==> config.mk <==
export PLATFORM = sky130hd
export DESIGN_NAME = pedal_plausibility_monitor
export DESIGN_NICKNAME = d
export VERILOG_FILES = /design/src/rtl/ppm_pkg.sv /design/src/rtl/pedal_plausibility_monitor.sv /design/src/rtl/ppm_config.sv /design/src/rtl/ppm_disagree_fsm.sv /design/src/rtl/ppm_double_fsm.sv
export SDC_FILE = /design/constraint.sdc
export NUM_CORES = 1
export LEC_CHECK = 0
export BUFFER_PORTS_ARGS = -buffer_cell sky130_fd_sc_hd__clkbuf_2
export CORE_MARGIN = 2
export CORE_UTILIZATION = 65
export DETAILED_ROUTE_END_ITERATION = 8
export GPL_TIMING_DRIVEN = 0
export MAX_ROUTING_LAYER = met4
export PLACE_DENSITY = 0.91
export SYNTH_ARGS = -nofsm -noshare
export SYNTH_HDL_FRONTEND = slang
export SYNTH_SLANG_ARGS = --single-unit
==> constraint.sdc <==
create_clock -name clk -period 13.85 [get_ports clk]
set_input_delay 2.0775 -clock clk [delete_from_list [all_inputs] [get_ports clk]]
set_output_delay 2.0775 -clock clk [all_outputs]
set_load 0.01 [all_outputs]
==> src/rtl/ppm_pkg.sv <==
// Shared types, constants and helper functions for the pedal plausibility monitor.
// Used by every module of the block; depends on nothing else.
`default_nettype none

package ppm_pkg;

  localparam int POS_W  = 10;
  localparam int TIME_W = 16;
  localparam int IDX_W  = 3;

  localparam logic [TIME_W-1:0] TICK_MS     = TIME_W'(10);
  localparam logic [TIME_W-1:0] ELAPSED_MAX = {TIME_W{1'b1}};

  typedef enum logic [IDX_W-1:0] {
    REG_DISAGREE_THRESHOLD   = 3'd0,
    REG_DISAGREE_TIMEOUT     = 3'd1,
    REG_DISAGREE_RECOVERY    = 3'd2,
    REG_DOUBLE_TIMEOUT       = 3'd3,
    REG_DOUBLE_APPLY         = 3'd4,
    REG_DOUBLE_RECOVER       = 3'd5
  } reg_index_t;

  typedef enum logic [1:0] {
    DP_AGREE            = 2'd0,
    DP_DISAGREE         = 2'd1,
    DP_DISAGREE_FAULTED = 2'd2,
    DP_AGREE_FAULTED    = 2'd3
  } disagree_phase_t;

  typedef enum logic [1:0] {
    DB_NOT_ACTIVE = 2'd0,
    DB_DOUBLE     = 2'd1,
    DB_FAULTED    = 2'd2
  } double_phase_t;

  typedef struct packed {
    logic [POS_W-1:0]  disagree_threshold;
    logic [TIME_W-1:0] disagree_timeout_ms;
    logic [TIME_W-1:0] disagree_recovery_ms;
    logic [TIME_W-1:0] double_timeout_ms;
    logic [POS_W-1:0]  double_apply_threshold;
    logic [POS_W-1:0]  double_recover_threshold;
  } cfg_regs_t;

  // Elapsed-time counters add one tick and stop at the top of their range.
  function automatic logic [TIME_W-1:0] tick_add(input logic [TIME_W-1:0] v);
    logic [TIME_W:0] s;
    s = {1'b0, v} + {1'b0, TICK_MS};
    return s[TIME_W] ? ELAPSED_MAX : s[TIME_W-1:0];
  endfunction

endpackage

`default_nettype wire

==> src/rtl/pedal_plausibility_monitor.sv <==
// Top level of the pedal plausibility monitor: input register, checks, result register.
// Depends on ppm_pkg, ppm_config, ppm_disagree_fsm and ppm_double_fsm.
`default_nettype none

// Each request on the s_ side is one 10 ms tick of pedal data and yields exactly one
// result on the m_ side. A request is captured in an input register; when the result
// register can take a value, both state machines advance and the result register is
// loaded, so one tick can be taken every cycle as long as results are drained.
// The result register decouples the sides: a new tick is accepted into an empty input
// register while a finished result is still waiting. Configuration writes are applied
// immediately and should only be issued while no tick is in flight.

module pedal_plausibility_monitor
  import ppm_pkg::*;
(
  input  wire logic              clk,
  input  wire logic              rst,
  input  wire logic              s_tvalid,
  output logic                   s_tready,
  // [9:0] pos_a, [19:10] pos_b, [29:20] pos_average, [30] brake_applied, [31] accel_rational
  input  wire logic [31:0]       s_tdata,
  output logic                   m_tvalid,
  input  wire logic              m_tready,
  // [0] disagree_fault, [1] double_fault, [11:2] position_error, [15:12] zero
  output logic [15:0]            m_tdata,
  input  wire logic              cfg_valid,
  output logic                   cfg_ready,
  input  wire logic [IDX_W-1:0]  cfg_index,
  input  wire logic [TIME_W-1:0] cfg_data
);

  cfg_regs_t regs;

  logic             in_valid;
  logic [31:0]      in_data;
  logic             advance, step;

  logic [POS_W-1:0] pos_a, pos_b, pos_average;
  logic             brake_applied, accel_rational;
  logic [POS_W-1:0] position_error;
  logic             ok, pressed, released;
  logic             disagree_fault_next, double_fault_next;

  assign cfg_ready = 1'b1;

  ppm_config u_config (
    .clk      (clk),
    .rst      (rst),
    .wr_en    (cfg_valid),
    .wr_index (cfg_index),
    .wr_data  (cfg_data),
    .regs     (regs)
  );

  // The result register can take a new value when it is empty or being drained.
  assign advance  = !m_tvalid || m_tready;
  assign step     = in_valid && advance;
  assign s_tready = !in_valid || advance;

  always_ff @(posedge clk) begin
    if (rst) begin
      in_valid <= 1'b0;
    end else if (s_tready) begin
      in_valid <= s_tvalid;
    end
  end

  always_ff @(posedge clk) begin
    if (s_tready && s_tvalid) begin
      in_data <= s_tdata;
    end
  end

  assign pos_a          = in_data[9:0];
  assign pos_b          = in_data[19:10];
  assign pos_average    = in_data[29:20];
  assign brake_applied  = in_data[30];
  assign accel_rational = in_data[31];

  assign position_error = (pos_a >= pos_b) ? (pos_a - pos_b) : (pos_b - pos_a);
  assign ok       = (position_error < regs.disagree_threshold) && accel_rational;
  assign pressed  = brake_applied && (pos_average > regs.double_apply_threshold);
  assign released = (pos_average <= regs.double_recover_threshold);

  ppm_disagree_fsm u_disagree (
    .clk         (clk),
    .rst         (rst),
    .step        (step),
    .ok          (ok),
    .timeout_ms  (regs.disagree_timeout_ms),
    .recovery_ms (regs.disagree_recovery_ms),
    .fault_next  (disagree_fault_next)
  );

  ppm_double_fsm u_double (
    .clk        (clk),
    .rst        (rst),
    .step       (step),
    .pressed    (pressed),
    .released   (released),
    .timeout_ms (regs.double_timeout_ms),
    .fault_next (double_fault_next)
  );

  always_ff @(posedge clk) begin
    if (rst) begin
      m_tvalid <= 1'b0;
    end else if (advance) begin
      m_tvalid <= in_valid;
    end
  end

  always_ff @(posedge clk) begin
    if (step) begin
      m_tdata <= {4'b0000, position_error, double_fault_next, disagree_fault_next};
    end
  end

endmodule

`default_nettype wire

==> src/rtl/ppm_config.sv <==
// Configuration register file of the pedal plausibility monitor.
// Depends on ppm_pkg for the register indexes and the register struct.
`default_nettype none

module ppm_config
  import ppm_pkg::*;
(
  input  wire logic              clk,
  input  wire logic              rst,
  input  wire logic              wr_en,
  input  wire logic [IDX_W-1:0]  wr_index,
  input  wire logic [TIME_W-1:0] wr_data,
  output cfg_regs_t              regs
);

  always_ff @(posedge clk) begin
    if (rst) begin
      regs.disagree_threshold       <= POS_W'(100);
      regs.disagree_timeout_ms      <= TIME_W'(100);
      regs.disagree_recovery_ms     <= TIME_W'(1000);
      regs.double_timeout_ms        <= TIME_W'(500);
      regs.double_apply_threshold   <= POS_W'(250);
      regs.double_recover_threshold <= POS_W'(50);
    end else if (wr_en) begin
      case (wr_index)
        REG_DISAGREE_THRESHOLD: regs.disagree_threshold       <= wr_data[POS_W-1:0];
        REG_DISAGREE_TIMEOUT:   regs.disagree_timeout_ms      <= wr_data;
        REG_DISAGREE_RECOVERY:  regs.disagree_recovery_ms     <= wr_data;
        REG_DOUBLE_TIMEOUT:     regs.double_timeout_ms        <= wr_data;
        REG_DOUBLE_APPLY:       regs.double_apply_threshold   <= wr_data[POS_W-1:0];
        REG_DOUBLE_RECOVER:     regs.double_recover_threshold <= wr_data[POS_W-1:0];
        default: ;
      endcase
    end
  end

endmodule

`default_nettype wire

==> src/rtl/ppm_disagree_fsm.sv <==
// Sensor disagreement state machine with its elapsed-time counter.
// Depends on ppm_pkg for the phase type and the tick counter helper.
`default_nettype none

module ppm_disagree_fsm
  import ppm_pkg::*;
(
  input  wire logic              clk,
  input  wire logic              rst,
  input  wire logic              step,
  input  wire logic              ok,
  input  wire logic [TIME_W-1:0] timeout_ms,
  input  wire logic [TIME_W-1:0] recovery_ms,
  output logic                   fault_next
);

  disagree_phase_t   phase, phase_next;
  logic [TIME_W-1:0] elapsed, elapsed_next;

  always_ff @(posedge clk) begin
    if (rst) begin
      phase   <= DP_AGREE;
      elapsed <= '0;
    end else if (step) begin
      phase   <= phase_next;
      elapsed <= elapsed_next;
    end
  end

  always_comb begin
    phase_next = phase;
    case (phase)
      DP_AGREE: begin
        if (!ok) phase_next = DP_DISAGREE;
      end
      DP_DISAGREE: begin
        if (ok) phase_next = DP_AGREE;
        else if (elapsed >= timeout_ms) phase_next = DP_DISAGREE_FAULTED;
      end
      DP_DISAGREE_FAULTED: begin
        if (ok) phase_next = DP_AGREE_FAULTED;
      end
      DP_AGREE_FAULTED: begin
        if (!ok) phase_next = DP_DISAGREE_FAULTED;
        else if (elapsed >= recovery_ms) phase_next = DP_AGREE;
      end
      default: phase_next = DP_AGREE;
    endcase
    // A transition restarts the count before this tick is added.
    elapsed_next = tick_add((phase_next != phase) ? '0 : elapsed);
    fault_next   = (phase_next == DP_DISAGREE_FAULTED) || (phase_next == DP_AGREE_FAULTED);
  end

endmodule

`default_nettype wire

==> src/rtl/ppm_double_fsm.sv <==
// Double pedal (brake and accelerator together) state machine with its counter.
// Depends on ppm_pkg for the phase type and the tick counter helper.
`default_nettype none

module ppm_double_fsm
  import ppm_pkg::*;
(
  input  wire logic              clk,
  input  wire logic              rst,
  input  wire logic              step,
  input  wire logic              pressed,
  input  wire logic              released,
  input  wire logic [TIME_W-1:0] timeout_ms,
  output logic                   fault_next
);

  double_phase_t     phase, phase_next;
  logic [TIME_W-1:0] elapsed, elapsed_next;

  always_ff @(posedge clk) begin
    if (rst) begin
      phase   <= DB_NOT_ACTIVE;
      elapsed <= '0;
    end else if (step) begin
      phase   <= phase_next;
      elapsed <= elapsed_next;
    end
  end

  always_comb begin
    case (phase)
      DB_DOUBLE: begin
        if (!pressed) phase_next = DB_NOT_ACTIVE;
        else if (elapsed >= timeout_ms) phase_next = DB_FAULTED;
        else phase_next = DB_DOUBLE;
      end
      DB_FAULTED: begin
        phase_next = released ? DB_NOT_ACTIVE : DB_FAULTED;
      end
      default: begin
        phase_next = pressed ? DB_DOUBLE : DB_NOT_ACTIVE;
      end
    endcase
    elapsed_next = tick_add((phase_next != phase) ? '0 : elapsed);
    fault_next   = (phase_next == DB_FAULTED);
  end

endmodule

`default_nettype wire
=== Word-level counts from Yosys, hierarchy flattened ===
Cells that the tools add are included.

* Register bits after elaboration: 160
* Bits of input ports: 56
* Output and inout port bits: 19
* Logic and storage cells: 74

* $add $sub $neg: 4
* $lt $le $gt $ge: 7
* Equal/unequal tests: 15
* Multiplexer cells: 17
* Reduce and logical (&&, ||, !) cells: 17

{| class="wikitable"
|+ Operators with widths
! kind !! count
|-
| 16-bit 2-to-1 mux || 4
|-
| 16-bit greater-or-equal comparator || 3
|-
| 16-bit by 4-bit adder with 17-bit output, second input constant || 2
|-
| 10-bit subtractor || 2
|-
| 2-bit 2-to-1 mux || 9
|-
| 2-bit == test, second input constant || 6
|-
| 2-bit AND reduction || 6
|-
| 10-bit greater-or-equal comparator || 1
|-
| 10-bit greater-than comparator || 1
|-
| 10-bit less-or-equal comparator || 1
|-
| 10-bit less-than comparator || 1
|-
| 10-bit 2-to-1 mux || 1
|-
| 2-bit one-hot mux with 4 select lines || 1
|-
| 3-bit by 2-bit == test with 1-bit output, second input constant || 2
|-
| 3-bit == test, second input constant || 2
|-
| 2-bit by 1-bit == test with 1-bit output, second input constant || 2
|-
| 1-bit logical AND || 4
|-
| 2-bit inequality test || 2
|-
| 2-bit one-hot mux with 2 select lines || 1
|-
| 3-bit by 1-bit == test with 1-bit output, second input constant || 1
|-
| 3-bit logical NOT || 1
|-
| 1-bit logical OR || 3
|-
| 1-bit logical NOT || 2
|-
| 2-bit logical NOT || 1
|-
| 1-bit 2-to-1 mux || 1
|}

=== Logic depth before layout (Yosys ltp) ===
* Depth in word-level cells: 10
* Depth in mapped cells: 29
* Mapped depth without buffers: 28

=== Cells and area by module ===
Synthesis repeated with hierarchy kept, for this count alone.

* Cell total of the unflattened synthesis: 1,006
* Area total of the unflattened synthesis: 9,470.3 um2

{| class="wikitable"
|+ Modules (own cells, without submodules)
! module !! times used !! cells an instance !! area each (um2) !! seq. area each (um2)
|-
| pedal_plausibility_monitor || 1 || 283 || 3,071.7 || 1,361.3
|-
| ppm_config || 1 || 286 || 3,071.7 || 1,561.5
|-
| ppm_disagree_fsm || 1 || 240 || 1,851.8 || 360.3
|-
| ppm_double_fsm || 1 || 197 || 1,475.2 || 360.3
|}

=== Least setup slack after synthesis ===
No wires, ideal clock.

* Path kind: reg-to-reg
* Start point: reg in_data[0]
* End point: reg u_disagree.elapsed[15]
* Setup time: 129 ps
* Data arrival time: 5,434 ps
* Required time: 13,721 ps
* Slack: 8,287 ps
* Cell stages (with the launch flop): 30
* Path buffers: 1
* Clock period less this slack: 5,563 ps
* Path through: edfxtp_1 inv_1 ha_1 inv_1 fa_1 a21oi_2 o211ai_2 o221ai_2 a22oi_4 mux2_1 a2111o_1 a21oi_1 xnor2_1 ha_1 nand4_1 o311ai_1 a221oi_2 or3b_1 o211ai_2 buf_4 and2_1 ha_1 nor2_1 nor2_1 nand3_1 nor2_1 and3_1 nand3_1 mux2i_1 nor2_1

* Longest elaborated chain between the ends: 10
* Elaborated cells between the ends (all ways): 15
* Those cells by class: add/sub: 3; order compare: 2; eq/ne: 1; mux: 8; reduce/logical: 1

{| class="wikitable"
|+ RTL lines
! item !! RTL line !! RTL
|-
| from (decl) || pedal_plausibility_monitor.sv:35 || <nowiki>logic [31:0] in_data;</nowiki>
|-
| from (signal assigned) || pedal_plausibility_monitor.sv:70 || <nowiki>in_data <= s_tdata;</nowiki>
|-
| 10-bit subtractor / 10-bit greater-or-equal comparator (equally long branches) || pedal_plausibility_monitor.sv:80 || <nowiki>assign position_error = (pos_a >= pos_b) ? (pos_a - pos_b) : (pos_b - pos_a);</nowiki>
|-
| 10-bit 2-to-1 mux * || pedal_plausibility_monitor.sv:80 ||
|-
| via position_error[7] || pedal_plausibility_monitor.sv:40 || <nowiki>logic [POS_W-1:0] position_error;</nowiki>
|-
| 10-bit less-than comparator * || pedal_plausibility_monitor.sv:81 || <nowiki>assign ok = (position_error < regs.disagree_threshold) && accel_rational;</nowiki>
|-
| 1-bit logical AND * || pedal_plausibility_monitor.sv:81 ||
|-
| 2-bit 2-to-1 mux (on tied branches) || - ||
|-
| 2-bit one-hot mux with 4 select lines * || ppm_disagree_fsm.sv:32 || <nowiki>case (phase)</nowiki>
|-
| 2-bit inequality test * || ppm_disagree_fsm.sv:50 || <nowiki>elapsed_next = tick_add((phase_next != phase) ? '0 : elapsed);</nowiki>
|-
| 16-bit 2-to-1 mux * || ppm_disagree_fsm.sv:50 ||
|-
| 16-bit by 4-bit adder with 17-bit output * || ppm_pkg.sv:48 || <nowiki>s = {1'b0, v} + {1'b0, TICK_MS};</nowiki>
|-
| 16-bit 2-to-1 mux * || ppm_pkg.sv:49 || <nowiki>return s[TIME_W] ? ELAPSED_MAX : s[TIME_W-1:0];</nowiki>
|-
| to (signal assigned) || ppm_disagree_fsm.sv:26 || <nowiki>elapsed <= elapsed_next;</nowiki>
|-
| to (decl) || ppm_disagree_fsm.sv:18 || <nowiki>logic [TIME_W-1:0] elapsed, elapsed_next;</nowiki>
|}

Mark *: on every way through the listed nets, which the timed path passes. The rest lies on a longest branch.
A chain may end at the register's enable or synchronous reset.

=== Final worst setup path ===
Ends and elaborated chain as after synthesis.

==> out/metrics.yaml <==
status: "complete, no violations"
ys_types: 72
synth_area_mm2: 0.00894
worstHoldStart: "u_config.regs[35]$_SDFFE_PP0P_"
hold_depth: 2
clk_latency_ns: 0.44
drtIter0Drc: 761
via_per_inst: 6.03
die_h_um: 121
slowest_delay_ns: 0.60
cp.arrival_ns: 6.93
internal_power_uw: 810
hold_viol_final: 0
synth_ff_type: "dfxtp_1"
reg2reg_from: "in_data[0]$_DFFE_PP_"
hold_ws_ns: 0.455
grt_first_pass_wirelength_um: 36300
ys_async_sr_fraction_pct: 0
skew_ns: 0.0108
grt_pass1_vias: 7625
cts_buffers: 17
dpl_cell_area_mm2: 0.00951
p_sw_uw: 321
syn_inst: 1020
fin_crit_ns: 6.62
port-buffer-count: 66
final_area_mm2: 0.0101
crit_type: "reg2reg"
vias: 7823
ant_nets: 0
drv_cap: 0
coreArea_mm2: 0.0133
p_leak_uw: 0.00425
grt_overflow: 0
cts_tree: "built"
regArea_mm2: 0.00364
postCtsSetupBuffers: 0
nets: 1266
holdPathEnd: "u_config.regs[35]$_SDFFE_PP0P_"
postCtsHoldBufs: 0
cp_slowest_cell: "a221oi_2"
drtPass1Iterations: 6
grt_max_degree: 33
routedWlPerCell_um: 17.1
report.final.slew_viol_count: 0
powerDensity_mw_per_mm2: 112
layout_common_cells: "156 x nand2_1, 116 x dfxtp_1, 110 x inv_1"
yosysSeqAreaShare_pct: 40.7
track_usage_pct: 32.8
clk_pin_slew_worst_paths_ns: 0.07
totalWireLength_um: 22200
peakVddDrop_v: 0.000180
setup_tns_ns: 0
clock_sink_count: 160
layout_commonest_cell: "nand2_1"
clockRootBuffer: "clkbuf_16"
cts_buffer_depth: 2
num-fill-cells: 970
multiInputGateArea_mm2: 0.00470
max_freq_mhz: 151
insertedDiodeCount: 0
hold_class: "reg2reg"
layout-drive-gt1-share_pct: 11.8
drc: 0
worstMarginPinSlew_ns: 1.44
io-pin-count: 75
synth_edf_count: 44
swShare_pct: 28.4
row_count: 42
cts_resized: 0
ys_warn_count: 0
dp.final_hpwl_um: 16100
setup_viol: 0
worstRegToRegCells: 29
syn_area_per_cell_um2: 8.77
dieWidth_um: 121
relSlewSlack_pct: 3.86
p_clk_share_pct: 40.2
p_total_uw: 1130
path_max_fanout: 10
ys_seq_elements: 160
crit_top_cell: "nor2_1"
antenna_found_initial: 0
fin_crit_sh_pct: 47.8
area_delta_synth_final_pct: 12.6
die_area_mm2: 0.0147
gp_congestion: 0.925
r2r_setup_slack_ns: 7.23
rr_endpoint: "u_disagree.elapsed[15]$_SDFFE_PP0P_"
critPathLaunchType: "flop"
p_seq_share_pct: 45.2
crit_required_ns: 14.16
cp-end-kind: "flop"
htree_num_levels: 4
initial_core_util_pct: 67.0
rsz0062_at_grt: "no"
combPwrFrac_pct: 14.6
metrics by stage:
step	setup slack, ns	cells	utilization [%]
3_5_place_dp	7.38	1265	71.2
2_1_floorplan	8.29	1023	-
5_1_grt	6.80	1297	75.5
4_1_cts	7.32	1297	75.5
3_3_place_gp	7.53	1265	71.2
6_report	7.23	1297	75.5
power by group through the flow:
stage | sequential, µW | clock (µW) | combinational [µW]
2_1_floorplan | 519 | 0 | 111
3_3_place_gp | 520 | 0 | 154
3_5_place_dp | 521 | 0 | 160
4_1_cts | 511 | 456 | 162
5_1_grt | 512 | 479 | 182
6_report | 511 | 455 | 165
per-layer routing:
layer	global-route usage, %	share of wire (%)	wire length [µm]
met4	14.9	3.9	858
met1	39.2	41	9180
met5	-	0	0
met2	52.5	47	10500
met3	7.89	7.6	1680
sequential cells by signal, summed over array words and instances (netlist names):
register            count
u_double.phase          2
u_config.regs          78
u_disagree.elapsed     16
in_valid                1
u_disagree.phase        2
m_tvalid                1
m_tdata                12
u_double.elapsed       16
in_data                32
Yosys cell counts, drive strengths merged (3+ instances only):
cell	count	area, µm²
mux2	5	60.1
nand4	14	87.6
nor3	16	80.1
edfxtp	44	1320
nand3	20	100
and3	7	48.8
or2	3	18.8
a211oi	14	105
dfxtp	116	2320
a21oi	109	557
a21o	17	128
o211ai	34	265
and4	5	43.8
nor2	57	216
inv	112	420
clkbuf	30	113
nand2b	6	37.5
xnor2	6	52.6
a221o	3	30.0
nand2	156	586
o21ai	40	204
a41oi	6	52.6
and2	10	65.1
o21bai	4	30.0
ha	100	1250
buf	12	77.6
a31oi	9	56.3
nor2b	8	50.1
o21a	3	22.5
a311oi	4	35.0
mux2i	12	120
a221oi	3	38.8
worst max path at each step:
stage / startpoint / to / slack, ns / cells after the start
final: in_data[0]$_DFFE_PP_ / u_disagree.elapsed[15]$_SDFFE_PP0P_ / 7.23 / 29
after global routing: in_data[0]$_DFFE_PP_ / u_disagree.elapsed[15]$_SDFFE_PP0P_ / 6.80 / 29
after CTS: in_data[0]$_DFFE_PP_ / u_disagree.elapsed[15]$_SDFFE_PP0P_ / 7.32 / 29
after detailed placement: in_data[0]$_DFFE_PP_ / u_disagree.elapsed[15]$_SDFFE_PP0P_ / 7.38 / 29
after global placement: in_data[0]$_DFFE_PP_ / u_disagree.elapsed[15]$_SDFFE_PP0P_ / 7.53 / 29
after floorplan: in_data[0]$_DFFE_PP_ / u_disagree.elapsed[15]$_SDFFE_PP0P_ / 8.29 / 29
critical path: cells and delay by family (launching register included):
family                   cells  cell delay, ns
AO/OA/AOI/OAI               10            2.49
XOR/XNOR                     1            0.18
adder cells (fa/ha/maj)      4            1.09
buffers and inverters        3            0.37
flip-flops                   1            0.40
multiplexers                 2            0.56
AND/OR/NAND/NOR              9            1.39
cell type report:
class	count	area share (%)
sequential	160	36.2
buffer	42	1.89
clock inverter	14	1.15
tap	176	2.19
timing repair buffer	66	3.28
multi-input combinational	709	46.7
clock buffer	18	4.47
inverter	112	4.17
cell families after synthesis:
logic type,share of synthesized area [%]
muxes,2.01
other,0.0840
AOI/OAI and AO/OA,19.5
adders and majority gates,14.4
DFF,40.7
buffers and inverters,6.83
and+or+nand+nor,15.6
xor gates and xnor gates,0.783
Note: power is estimated with default switching activity, not from simulation.
